**src/design/ale_pkg.sv**
```systemverilog
// ----------------------------------------------------------------------------
// ale_pkg
// Shared widths, types and arithmetic steps of the airfoil level-set evaluator
// ----------------------------------------------------------------------------
package ale_pkg;

  localparam int FRAC = 16;
  localparam int XW = 17;
  localparam int YW = 18;
  localparam int CW = 20;
  localparam int NCOEF = 5;
  localparam int LW = 23;
  localparam int GW = 32;
  localparam int AddrW = 5;
  localparam int DataW = 32;

  // square root: two radicand bits per stage
  localparam int SqSteps = (XW + FRAC + 1) / 2;
  localparam int RW = 2 * SqSteps;
  localparam int SQW = SqSteps;
  localparam int REMW = SQW + 2;

  // successive powers of x
  localparam int P2W = 2 * XW - FRAC;
  localparam int P3W = 3 * XW - 2 * FRAC;
  localparam int P4W = 4 * XW - 3 * FRAC;

  // product and accumulator widths
  localparam int TW = 44;
  localparam int AW = 40;

  // divider: dividend is |c0| shifted up, divisor is twice the root
  localparam int NW = CW + FRAC;
  localparam int DW = SQW + 1;

  localparam logic signed [AW-1:0] LvlMax = AW'((longint'(1) <<< (LW - 1)) - 1);
  localparam logic signed [AW-1:0] LvlMin = AW'(-(longint'(1) <<< (LW - 1)));
  localparam logic signed [AW-1:0] GrdMax = AW'((longint'(1) <<< (GW - 1)) - 1);
  localparam logic signed [AW-1:0] GrdMin = AW'(-(longint'(1) <<< (GW - 1)));

  typedef enum logic [2:0] {
    REG_SQRT   = 3'd0,
    REG_LIN    = 3'd1,
    REG_SQUARE = 3'd2,
    REG_CUBE   = 3'd3,
    REG_QUART  = 3'd4
  } ale_reg_e;

  typedef struct packed {
    logic signed [CW-1:0] c0;
    logic signed [CW-1:0] c1;
    logic signed [CW-1:0] c2;
    logic signed [CW-1:0] c3;
    logic signed [CW-1:0] c4;
  } ale_coef_t;

  typedef struct packed {
    logic [XW-1:0]        x;
    logic signed [YW-1:0] y;
  } ale_sq_side_t;

  typedef struct packed {
    logic signed [YW-1:0] y;
    logic signed [TW-1:0] t4;
    logic signed [AW-1:0] dpart;
    logic signed [AW-1:0] gpart;
    logic                 x_zero;
  } ale_div_side_t;

  typedef struct packed {
    logic [REMW-1:0] rem;
    logic [SQW-1:0]  root;
  } ale_sq_t;

  typedef struct packed {
    logic [DW-1:0] rem;
    logic [NW-1:0] nq;
  } ale_dv_t;

  // floor of a product back to FRAC fraction bits
  function automatic logic signed [AW-1:0] fl(logic signed [TW-1:0] t);
    return AW'(t >>> FRAC);
  endfunction

  // one digit of the restoring square root
  function automatic ale_sq_t sq_step(ale_sq_t cur, logic [1:0] pair);
    ale_sq_t         nxt;
    logic [REMW-1:0] sh;
    logic [REMW-1:0] trial;
    sh    = {cur.rem[REMW-3:0], pair};
    trial = {cur.root, 2'b01};
    if (sh >= trial) begin
      nxt.rem  = sh - trial;
      nxt.root = {cur.root[SQW-2:0], 1'b1};
    end else begin
      nxt.rem  = sh;
      nxt.root = {cur.root[SQW-2:0], 1'b0};
    end
    return nxt;
  endfunction

  // one quotient bit of the restoring divider
  function automatic ale_dv_t dv_step(ale_dv_t cur, logic [DW-1:0] den);
    ale_dv_t     nxt;
    logic [DW:0] sh;
    sh = {cur.rem, cur.nq[NW-1]};
    if (sh >= {1'b0, den}) begin
      nxt.rem = DW'(sh - {1'b0, den});
      nxt.nq  = {cur.nq[NW-2:0], 1'b1};
    end else begin
      nxt.rem = DW'(sh);
      nxt.nq  = {cur.nq[NW-2:0], 1'b0};
    end
    return nxt;
  endfunction

endpackage

```
**src/design/ale_sqrt.sv**
```systemverilog
// ----------------------------------------------------------------------------
// ale_sqrt
// Pipelined integer square root of x shifted up by the fraction bits
// ----------------------------------------------------------------------------
module ale_sqrt (
  input  logic                  clk_i,
  input  logic                  rst_ni,
  input  logic                  en_i,
  input  logic                  valid_i,
  input  ale_pkg::ale_sq_side_t side_i,
  output logic                  valid_o,
  output ale_pkg::ale_sq_side_t side_o,
  output logic [ale_pkg::SQW-1:0] root_o
);
  import ale_pkg::*;

  logic         vld_q  [SqSteps];
  ale_sq_side_t side_q [SqSteps];
  logic [RW-1:0] rad_q [SqSteps];
  ale_sq_t      st_q   [SqSteps];

  always_ff @(posedge clk_i or negedge rst_ni) begin
    if (!rst_ni) begin
      for (int k = 0; k < SqSteps; k++) vld_q[k] <= 1'b0;
    end else if (en_i) begin
      for (int k = 0; k < SqSteps; k++) begin
        if (k == 0) begin
          vld_q[k]  <= valid_i;
          side_q[k] <= side_i;
          rad_q[k]  <= RW'({side_i.x, {FRAC{1'b0}}, 2'b00});
          st_q[k]   <= sq_step('0, 2'(RW'({side_i.x, {FRAC{1'b0}}}) >> (RW - 2)));
        end else begin
          vld_q[k]  <= vld_q[k-1];
          side_q[k] <= side_q[k-1];
          rad_q[k]  <= {rad_q[k-1][RW-3:0], 2'b00};
          st_q[k]   <= sq_step(st_q[k-1], rad_q[k-1][RW-1 -: 2]);
        end
      end
    end
  end

  assign valid_o = vld_q[SqSteps-1];
  assign side_o  = side_q[SqSteps-1];
  assign root_o  = st_q[SqSteps-1].root;

endmodule

```
**config.mk**
```make
export PLATFORM = sky130hd
export DESIGN_NAME = ale_sqrt
export DESIGN_NICKNAME = d
export VERILOG_FILES = /design/src/design/ale_pkg.sv /design/src/design/ale_sqrt.sv
export SDC_FILE = /design/constraint.sdc
export NUM_CORES = 1
export LEC_CHECK = 0
export ABC_AREA = 1
export BUFFER_PORTS_ARGS = -buffer_cell sky130_fd_sc_hd__buf_2
export CAP_MARGIN = 0
export CORE_AREA = 2 2 279 281
export CTS_CLUSTER_SIZE = 24
export DETAILED_ROUTE_END_ITERATION = 7
export DIE_AREA = 0 0 281 283
export PLACE_DENSITY = 0.76
export SETUP_SLACK_MARGIN = 0.02
export SLEW_MARGIN = 20
export SYNTH_ARGS = -nofsm -noshare
export SYNTH_HDL_FRONTEND = slang
export SYNTH_SLANG_ARGS = --single-unit
```
**constraint.sdc**
```tcl
create_clock -name clk_i -period 2.11 [get_ports clk_i]
set_input_delay 0.211 -clock clk_i [delete_from_list [all_inputs] [get_ports clk_i]]
set_output_delay 0.211 -clock clk_i [all_outputs]
set_load 0.1 [all_outputs]
```
==> metrics.cfg, run 1 <==
[setup_path]
critPathKind = reg -> reg
worst-endpoint-arrival_ns = 2.45
critPathMostFrequentCell = sky130_fd_sc_hd__nand2_1
critical_path_sink_type = register
path_cells = inv_1 > ha_1 > buf_4 > nand2_1 > nor2_1 > nand2_1 > nand3_2 > buf_4 > xor2_1 > nand2_1 > nand2_1
cp_data_required_time_ns = 2.51
timing.critical_path.max_delay_family = simple AND/OR/NAND/NOR gates
crit_path_max_fanout = 3
timing.critical_path.slowest_stage_cell = sky130_fd_sc_hd__edfxtp_1
worst_path_largest_cell_delay_ns = 0.36
startpoint_type = register
buffers_inverters_on_critical_path = 3

[grt]
grt_first_pass_wirelength_microns = 130400
grt_overflow = 0
antenna_violations_before_repair = 0
grt_max_degree = 70
first_global_vias = 26240
track_usage = 0.2051

[finish]
antennaDiodeCount = 0
post-route-util = 0.6815
layout-drive-gt1-share = 0.1779
most_common_cell_after_layout_fill_and_taps_aside = sky130_fd_sc_hd__nand2_1
area.growth.synth_to_final_pct = 20.72
ff_latch_area_sq_um = 29670
fillers = 5442
final_net_count = 4495
multi_input_comb_area_sq_um = 12120
final_cell_mix = sky130_fd_sc_hd__nand2_1, sky130_fd_sc_hd__edfxtp_1, sky130_fd_sc_hd__inv_1

[logic_synthesis]
ys_seq_area_frac = 0.6853
synth.yosys.warnings = 0
ys_seq_elements = 991
syn-instance-count = 3785
netlist-cell-type-count = 41
synth_largest_type_area_fraction = 0.6754
synth.avg_cell_area_sq_um = 11.44
postSynthNetCount = 3986
synth_area_sq_um = 43300
synthDominantAreaCellType = sky130_fd_sc_hd__edfxtp_1
top_cells_by_area_in_the_synthesized_netlist = sky130_fd_sc_hd__edfxtp_1, sky130_fd_sc_hd__nand2_1, sky130_fd_sc_hd__inv_1

[timing]
maxSlewViolCount = 0
setup-violations-final = 0
setup_repair_after_global_routing_missed_its_margin = true
fin_tns_setup_ns = 0
post-route-period-util = 0.9705
final-hold-violation-count = 0
post-route-min-period_ns = 2.048
hold_slack_ns = 0.05461
tightest_slew_ns = 0.5200
finalClockSkew_ns = 0.04203
max_freq_mhz = 488.4
worst_slew_margin_rel = 0.6508

[floorplan]
die_x_microns = 281
core_rows = 102
design.core.area_sq_um = 76700
design.portCount = 92
die_area_sq_um = 79520
initial_utilization = 0.5646
die_h_microns = 283

[cts]
clock_tree_from_tritoncts = done
clock_transition_time_at_the_flip_flop_clock_pins_of_the_worst_setup_and_hold_paths_ns = 0.06
clock_tree.buffer_depth = 3
library_cell_used_as_clock_root_buffer = sky130_fd_sc_hd__clkbuf_16
insertion_delay_ns = 0.65
cts.sink_count = 991
cts_htree_levels = 3
cts_inserted_buffers = 97

[place]
detailedPlacementHpwl_microns = 57440
gpl.final_weighted_congestion = 0.8788
portBuffers = 91

[drt]
residual_drc_count = 0
final_antenna_net_count = 0
drtIter0Drc = 1910
route.detailed.vias_per_inst = 5.014
post_drt_wl_per_cell_microns = 15.26
drt_pass_1_iters = 5
wl_microns = 82640
detailroute.via_count = 27150

[outcome]
run_status = finished clean

[power_and_ir_drop]
peakVddDrop_mv = 0.8502
power.leakage_nw = 22.02
p_per_area_nw_per_um2 = 844.7

[hold_path]
hold_path.class = in -> async

[job]
maxCapViolCount = 0

[cells in the mapped netlist]
cell type and instances:
sky130_fd_sc_hd__a21oi_1 117, sky130_fd_sc_hd__nor2_1 222, sky130_fd_sc_hd__inv_1 589, sky130_fd_sc_hd__nor3b_1 1
sky130_fd_sc_hd__or2_2 9, sky130_fd_sc_hd__buf_2 9, sky130_fd_sc_hd__fa_1 7, sky130_fd_sc_hd__nor3_1 34
sky130_fd_sc_hd__nand3_2 4, sky130_fd_sc_hd__o21ai_0 56, sky130_fd_sc_hd__nor3_2 1, sky130_fd_sc_hd__nand2_2 8
sky130_fd_sc_hd__o21bai_1 1, sky130_fd_sc_hd__nor4_1 4, sky130_fd_sc_hd__dfrtp_1 17, sky130_fd_sc_hd__edfxtp_1 974
sky130_fd_sc_hd__nand3b_1 14, sky130_fd_sc_hd__and2_1 9, sky130_fd_sc_hd__xnor2_1 22, sky130_fd_sc_hd__nor2_4 1
sky130_fd_sc_hd__conb_1 1, sky130_fd_sc_hd__nor3_4 1, sky130_fd_sc_hd__o21a_1 1, sky130_fd_sc_hd__nand2_4 5
sky130_fd_sc_hd__clkbuf_1 7, sky130_fd_sc_hd__nand3_1 270, sky130_fd_sc_hd__buf_6 9, sky130_fd_sc_hd__xor2_1 70
sky130_fd_sc_hd__nand2_1 1067, sky130_fd_sc_hd__a21oi_2 2, sky130_fd_sc_hd__a21oi_4 1, sky130_fd_sc_hd__nor4_4 1
sky130_fd_sc_hd__o21ai_1 5, sky130_fd_sc_hd__mux2_2 1, sky130_fd_sc_hd__ha_1 155, sky130_fd_sc_hd__buf_4 26
sky130_fd_sc_hd__nand4_1 46, sky130_fd_sc_hd__inv_2 3, sky130_fd_sc_hd__nor2_2 9, sky130_fd_sc_hd__a31oi_1 4
sky130_fd_sc_hd__a21o_1 2
[worst min-delay path: cells and delay by family]
kind	cells	cell delay [ns]
buffers and inverters	3	0.89
[metrics by stage]
| step | std cells | worst slack, ns | area (sq um) | total power [W] |
|---|---|---|---|---|
| 2_1_floorplan | 3785 | -13.55 | 43330 | 0.02646 |
| 3_3_place_gp | 5140 | 0.01435 | 47210 | 0.02721 |
| 3_5_place_dp | 5140 | -0.04064 | 47210 | 0.02730 |
| 4_1_cts | 5358 | 0.02018 | 50820 | 0.04425 |
| 5_1_grt | 5414 | -0.03650 | 52270 | 0.04589 |
| 6_report | 5414 | 0.06233 | 52270 | 0.04415 |
[cell families after synthesis]
logic type / Yosys count / share of synthesized area
AOI/OAI and AO/OA: 189 / 0.02262
xor gates and xnor gates: 92 / 0.01861
adders and majority gates: 162 / 0.04802
buffers and inverters: 643 / 0.05981
DFF: 991 / 0.6853
muxes: 1 / 0.0002600
other: 1 / 0.00008660
and+or+nand+nor: 1706 / 0.1653
[registers in the layout (all words and copies together), names as in the netlist]
register / flops
vld_q: 16
side_q: 592
st_q: 382
valid_o: 1
[repair_timing]
item                                    CTS  global route
hold buffers                             37             0
resized for setup                        14           199
endpoints found under the setup margin   29           201
endpoints found under the hold margin    53             0
pin swaps                                 1            34
setup buffers                             1            50
gates cloned                              1             6
[layer usage]
layer	global-route usage	part of all wire	up-vias
li1	-	-	13670
met1	0.2701	0.43	12740
met2	0.3494	0.50	583
met3	0.02977	0.041	151
met4	0.07005	0.030	0
met5	0	0	-
[layout make-up]
class	instances	share of cell area
multi-input combinational	2155	0.2319
inverter	592	0.04272
clock inverter	55	0.01223
tap	1040	0.02489
sequential	991	0.5677
clock buffer	124	0.04837
timing repair buffer	457	0.07219
[where the power goes]
part	internal (W)	leakage (nW)	switching [W]	total [W]
registers	0.0227	9.25	0.000413	0.0231
clock network	0.00956	1.50	0.00732	0.0169
logic	0.00159	11.3	0.00261	0.00420
total	0.0338	22.0	0.0103	0.0442
[final timing paths]
path / start / end / slack, ns / cells after the start
min reg2reg: side_q[0][121]$_DFFE_PP_ / side_q[0][156]$_DFFE_PP_ / 0.40 / 0
min: rst_ni / vld_q[10]$_DFFE_PN0P_ / 0.05 / 3
max reg2reg: st_q[0][507]$_DFFE_PP_ / st_q[0][565]$_DFFE_PP_ / 0.06 / 11
max in group asynchronous: rst_ni / vld_q[6]$_DFFE_PN0P_ / 1.87 / 3
max: st_q[0][507]$_DFFE_PP_ / st_q[0][565]$_DFFE_PP_ / 0.06 / 11
min in group clk_i: en_i / vld_q[15]$_DFFE_PN0P_ / 0.07 / 3
Power figures use the tool's default switching activity.
==> run 2: changes to the inputs <==
Settings changed: CORE_AREA 2 2 279 281 to 2 2 355 357, DIE_AREA 0 0 281 283 to 0 0 357 359, PLACE_DENSITY 0.76 to unset, PLACE_DENSITY_LB_ADDON set to 0.1.
==> metrics.cfg, run 2 (synthesized netlist as in run 1, its figures left out) <==
[drt]
final_antenna_net_count = 0
post_drt_wl_per_cell_microns = 14.49
wl_microns = 89110
routedLengthMet1_microns = 40140
drtIter0Drc = 1500
drt_pass_1_iters = 7
met3RoutedLength_microns = 2795
route.detailed.vias_per_inst = 4.390
residual_drc_count = 0
detailroute.via_count = 26990
topRoutingLayerUsed = met4
met2_length_microns = 43730

[cts]
clock_tree.buffer_depth = 3
cts_inserted_buffers = 108
clock_tree_from_tritoncts = done
cts.sink_count = 991
clock_transition_time_at_the_flip_flop_clock_pins_of_the_worst_setup_and_hold_paths_ns = 0.06
cts_htree_levels = 3
insertion_delay_ns = 0.70
library_cell_used_as_clock_root_buffer = sky130_fd_sc_hd__clkbuf_16

[finish]
most_common_cell_after_layout_fill_and_taps_aside = sky130_fd_sc_hd__nand2_1
antennaDiodeCount = 0
final_cell_mix = sky130_fd_sc_hd__nand2_1, sky130_fd_sc_hd__edfxtp_1, sky130_fd_sc_hd__inv_1
post-route-util = 0.4368
layout-drive-gt1-share = 0.2183
regMostFlops = side_q
final_net_count = 4603
fillers = 11850
largest_reg_flops = 592
layout_top_registers = side_q x592, st_q x382, vld_q x16
area.growth.synth_to_final_pct = 25.68
multi_input_comb_area_sq_um = 12540
ff_latch_area_sq_um = 29670

[place]
dpl_worst_slack_ns = -0.1227
portBuffers = 91
gpl.final_weighted_congestion = 0.8347
detailedPlacementHpwl_microns = 62680

[grt]
antenna_violations_before_repair = 1
first_global_vias = 26630
grt_first_pass_wirelength_microns = 140500
grt_overflow = 0
track_usage = 0.1367
grt_max_degree = 93

[setup_path]
path_cells = inv_1 > ha_1 > nand2_1 > nand2_1 > inv_1 > nand2_1 > nand2_1 > nand3_2 > nand2_4 > nand2_8 > buf_4 > nand3_1 > nand2_1
crit_path_max_fanout = 13
critPathMostFrequentCell = sky130_fd_sc_hd__nand2_1
cp_data_required_time_ns = 2.55
startpoint_type = register
timing.critical_path.slowest_stage_cell = sky130_fd_sc_hd__edfxtp_1
critPathKind = reg -> reg
worst-endpoint-arrival_ns = 2.43
worst_path_largest_cell_delay_ns = 0.37
critical_path_sink_type = register

[timing]
setup_repair_after_global_routing_missed_its_margin = true
max_freq_mhz = 501.0
tightest_slew_ns = 0.5742
post-route-min-period_ns = 1.996
finalClockSkew_ns = 0.03185
setup-violations-final = 0
post-route-period-util = 0.9459
final-hold-violation-count = 0
maxSlewViolCount = 0
worst_slack_ns = 0.1141
worst_slew_margin_rel = 0.6199

[hold_path]
hold_path.class = in -> async

[outcome]
run_status = finished clean

[power_and_ir_drop]
power.leakage_nw = 22.71
peakVddDrop_mv = 0.6402
p_per_area_nw_per_um2 = 844.1

[floorplan]
design.core.area_sq_um = 124600
die_x_microns = 357
design.portCount = 92
initial_utilization = 0.3475
die_h_microns = 359
die_area_sq_um = 128200
core_rows = 130

[job]
maxCapViolCount = 0

run 2: what timing repair did:
item / CTS / global route
setup endpoints to repair: 91 / 219
hold endpoints to repair: 57 / 0
resized for setup: 39 / 263
cloned: 0 / 5
hold buffers: 39 / 0
pin swaps: 3 / 41
setup buffers: 9 / 79
run 2: through the flow:
| step | setup TNS, ns | cell area, sq um | hold slack (ns) | cells | total power (W) |
|---|---|---|---|---|---|
| floorplan | - | 43330 | -0.08459 | 3785 | 0.02646 |
| global placement | -1.518 | 48280 | 0.2359 | 5810 | 0.02748 |
| detailed placement | -1.481 | 48280 | 0.2408 | 5810 | 0.02749 |
| CTS | 0 | 52490 | 0.01697 | 6064 | 0.04636 |
| global route | -0.05347 | 54420 | 0.05654 | 6148 | 0.04813 |
| finish | 0 | 54420 | 0.07423 | 6148 | 0.04594 |
run 2: layer usage:
layer,vias to the layer above,track usage
met5,-,0
met4,0,0.04053
met3,152,0.02401
met2,307,0.2340
met1,12640,0.1763
li1,13890,-
run 2: final timing paths:
check                                         start                        to  slack [ns]  cells after the start
hold reg to reg            side_q[0][228]$_DFFE_PP_  side_q[0][263]$_DFFE_PP_        0.40                      0
min in group clk_i                       side_i[33]   side_q[0][33]$_DFFE_PP_        0.22                      2
hold / removal                               rst_ni      vld_q[1]$_DFFE_PN0P_        0.07                      3
setup / recovery             st_q[0][364]$_DFFE_PP_    st_q[0][425]$_DFFE_PP_        0.11                     13
setup reg to reg             st_q[0][364]$_DFFE_PP_    st_q[0][425]$_DFFE_PP_        0.11                     13
max in group asynchronous                    rst_ni      vld_q[5]$_DFFE_PN0P_        1.84                      3
run 2: where the power goes:
group	leakage [nW]	internal, W	total, W	switching, W
clock network	1.71	0.0105	0.0184	0.00791
logic	11.7	0.00173	0.00442	0.00269
registers	9.25	0.0227	0.0231	0.000412
run 2: area by class of cell:
type | count | area share
Clock buffer | 131 | 0.05219
Clock inverter | 75 | 0.01267
Inverter | 592 | 0.04104
Multi-Input combinational cell | 2153 | 0.2304
Sequential cell | 991 | 0.5452
Tap cell | 1650 | 0.03793
Timing Repair Buffer | 556 | 0.08058
run 2: worst max-delay path, delay by kind of cell, from the launching register on:
kind,cells,cell delay (ns)
adder cells (fa/ha/maj),1,0.27
buffers and inverters,3,0.37
flip-flops,1,0.37
AND/OR/NAND/NOR,9,0.72
==> run 3: changes to the inputs <==
Settings changed: CELL_PAD_IN_SITES_DETAIL_PLACEMENT set to 1, CELL_PAD_IN_SITES_GLOBAL_PLACEMENT set to 2.
==> metrics.cfg, run 3 (synthesized netlist as in run 1, its figures left out) <==
[setup_path]
path_cells = ha_4 > buf_6 > nand2_4 > inv_2 > nand2_2 > nor2_2 > nand2_1 > nand4_1 > clkinvlp_4 > buf_4 > a21oi_1
crit_path_max_fanout = 4
timing.rr.end = st_q[0][141]$_DFFE_PP_
timing.critical_path.slowest_stage_cell = sky130_fd_sc_hd__edfxtp_1
timing.critical_path.max_delay_family = buffers and inverters
timing.reg2reg.setup_slack_ns = 0.05
critPathKind = reg -> reg
startpoint_type = register
buffers_inverters_on_critical_path = 4
worst-endpoint-arrival_ns = 2.66
cp_data_required_time_ns = 2.70
rr_startpoint = st_q[0][91]$_DFFE_PP_
critical_path_sink_type = register
timing.reg2reg.worst_path_depth = 11
worst_path_largest_cell_delay_ns = 0.45

[timing]
fin_tns_setup_ns = 0
worst_slack_ns = 0.04605
max_freq_mhz = 484.5
final-hold-violation-count = 0
finalClockSkew_ns = 0.06664
setup-violations-final = 0
maxSlewViolCount = 0
worst_slew_margin_rel = 0.5199
post-route-period-util = 0.9782
setup_repair_after_global_routing_missed_its_margin = true
post-route-min-period_ns = 2.064
tightest_slew_ns = 0.7201
hold_slack_ns = 0.1734

[place]
portBuffers = 91
post-place-cells = 5863
gpl.final_weighted_congestion = 0.8047
dpl_worst_slack_ns = -0.1297
detailedPlacementHpwl_microns = 74670

[finish]
finalNonFillerCells = 6209
most_common_cell_after_layout_fill_and_taps_aside = sky130_fd_sc_hd__nand2_1
multi_input_comb_area_sq_um = 12630
layout_top_registers = side_q x592, st_q x382, vld_q x16
largest_reg_flops = 592
fillers = 13410
area.growth.synth_to_final_pct = 27.83
regMostFlops = side_q
antennaDiodeCount = 0
layout-drive-gt1-share = 0.2373
final_cell_mix = sky130_fd_sc_hd__nand2_1, sky130_fd_sc_hd__edfxtp_1, sky130_fd_sc_hd__inv_1
final_net_count = 4666
ff_latch_area_sq_um = 29670

[floorplan]
core_rows = 130
initial_utilization = 0.3475
design.portCount = 92
die_area_sq_um = 128200
design.core.area_sq_um = 124600
die_x_microns = 357
die_h_microns = 359

[cts]
cts_inserted_buffers = 109
cts_htree_levels = 3
clock_transition_time_at_the_flip_flop_clock_pins_of_the_worst_setup_and_hold_paths_ns = 0.06
clock_tree_from_tritoncts = done
cts.sink_count = 991
clock_tree.buffer_depth = 3
library_cell_used_as_clock_root_buffer = sky130_fd_sc_hd__clkbuf_16
insertion_delay_ns = 0.73

[hold_path]
hold_path.class = in -> reg
worstHoldEndpoint = side_q[0][33]$_DFFE_PP_
hold-path-cell-count = 2
min_from = side_i[33]

[grt]
grt_overflow = 0
first_global_vias = 28480
antenna_violations_before_repair = 1
track_usage = 0.1580
grt_max_degree = 125
grt_first_pass_wirelength_microns = 158800

[drt]
final_antenna_net_count = 0
drt_pass_1_iters = 7
drtIter0Drc = 1332
residual_drc_count = 0
detailroute.via_count = 27690
route.detailed.vias_per_inst = 4.459
wl_microns = 102300
post_drt_wl_per_cell_microns = 16.48

[power_and_ir_drop]
power.combinational.fraction = 0.097
power.switching_fraction = 0.2395
pwr-share-clk = 0.420
power.share.sequential = 0.483
internal_power_w = 0.03637
p_per_area_nw_per_um2 = 863.8
power.leakage_nw = 23.10
switching_power_w = 0.01145
peakVddDrop_mv = 0.6788

[job]
maxCapViolCount = 0

[outcome]
run_status = finished clean

run 3: power groups by stage:
stage	registers (W)	logic, W	clock network (W)
final	0.0231	0.00464	0.0201
after global routing	0.0232	0.00526	0.0214
after CTS	0.0231	0.00437	0.0208
after detailed placement	0.0235	0.00421	0
after global placement	0.0235	0.00418	0
after floorplan	0.0240	0.00245	0
run 3: per-layer routing:
metal | global-route usage | share of wire | vias up
met3 | 0.02228 | 0.025 | 131
met2 | 0.2551 | 0.47 | 223
met1 | 0.2220 | 0.48 | 13330
met5 | 0 | 0.00013 | -
met4 | 0.04416 | 0.019 | 2
li1 | - | - | 14000
run 3: layout make-up:
class,count,share of cell area
Sequential cell,991,0.5361
Timing Repair inverter,1,0.0001356
Clock buffer,133,0.05129
Clock inverter,72,0.01772
Inverter,592,0.04035
Multi-Input combinational cell,2153,0.2281
Tap cell,1650,0.03730
Timing Repair Buffer,617,0.08906
run 3: metrics by stage:
stage	total power, W	util	area, sq um
finish	0.04782	0.4443	55350
global route	0.04985	0.4443	55350
CTS	0.04823	0.4286	53410
detailed placement	0.02773	0.3912	48740
global placement	0.02767	0.3912	48740
floorplan	0.02646	-	43330
run 3: what timing repair did:
item / in CTS / in global routing
endpoints found under the hold margin: 60 / 0
gates cloned: 0 / 4
pin swaps: 7 / 54
setup endpoints to repair: 95 / 221
gates resized for setup: 44 / 306
hold buffers: 40 / 0
buffers inserted: 25 / 72
run 3: worst reg2reg max path, stage by stage (launching register included):
cell	delay (ns)
sky130_fd_sc_hd__edfxtp_1	0.45
sky130_fd_sc_hd__ha_4	0.32
sky130_fd_sc_hd__buf_6	0.12
sky130_fd_sc_hd__nand2_4	0.04
sky130_fd_sc_hd__inv_2	0.05
sky130_fd_sc_hd__nand2_2	0.05
sky130_fd_sc_hd__nor2_2	0.10
sky130_fd_sc_hd__nand2_1	0.05
sky130_fd_sc_hd__nand4_1	0.23
sky130_fd_sc_hd__clkinvlp_4	0.22
sky130_fd_sc_hd__buf_4	0.17
sky130_fd_sc_hd__a21oi_1	0.10
run 3: worst max path at each step:
stage | cells after the start | slack, ns | startpoint | to
2_1_floorplan | 4 | -13.55 | en_i | side_q[0][0]$_DFFE_PP_
3_3_place_gp | 11 | -0.10 | st_q[0][288]$_DFFE_PP_ | st_q[0][351]$_DFFE_PP_
3_5_place_dp | 11 | -0.13 | st_q[0][108]$_DFFE_PP_ | st_q[0][168]$_DFFE_PP_
4_1_cts | 12 | 0.005 | st_q[0][378]$_DFFE_PP_ | st_q[0][427]$_DFFE_PP_
5_1_grt | 10 | -0.06 | st_q[0][72]$_DFFE_PP_ | st_q[0][137]$_DFFE_PP_
6_report | 11 | 0.05 | st_q[0][91]$_DFFE_PP_ | st_q[0][141]$_DFFE_PP_
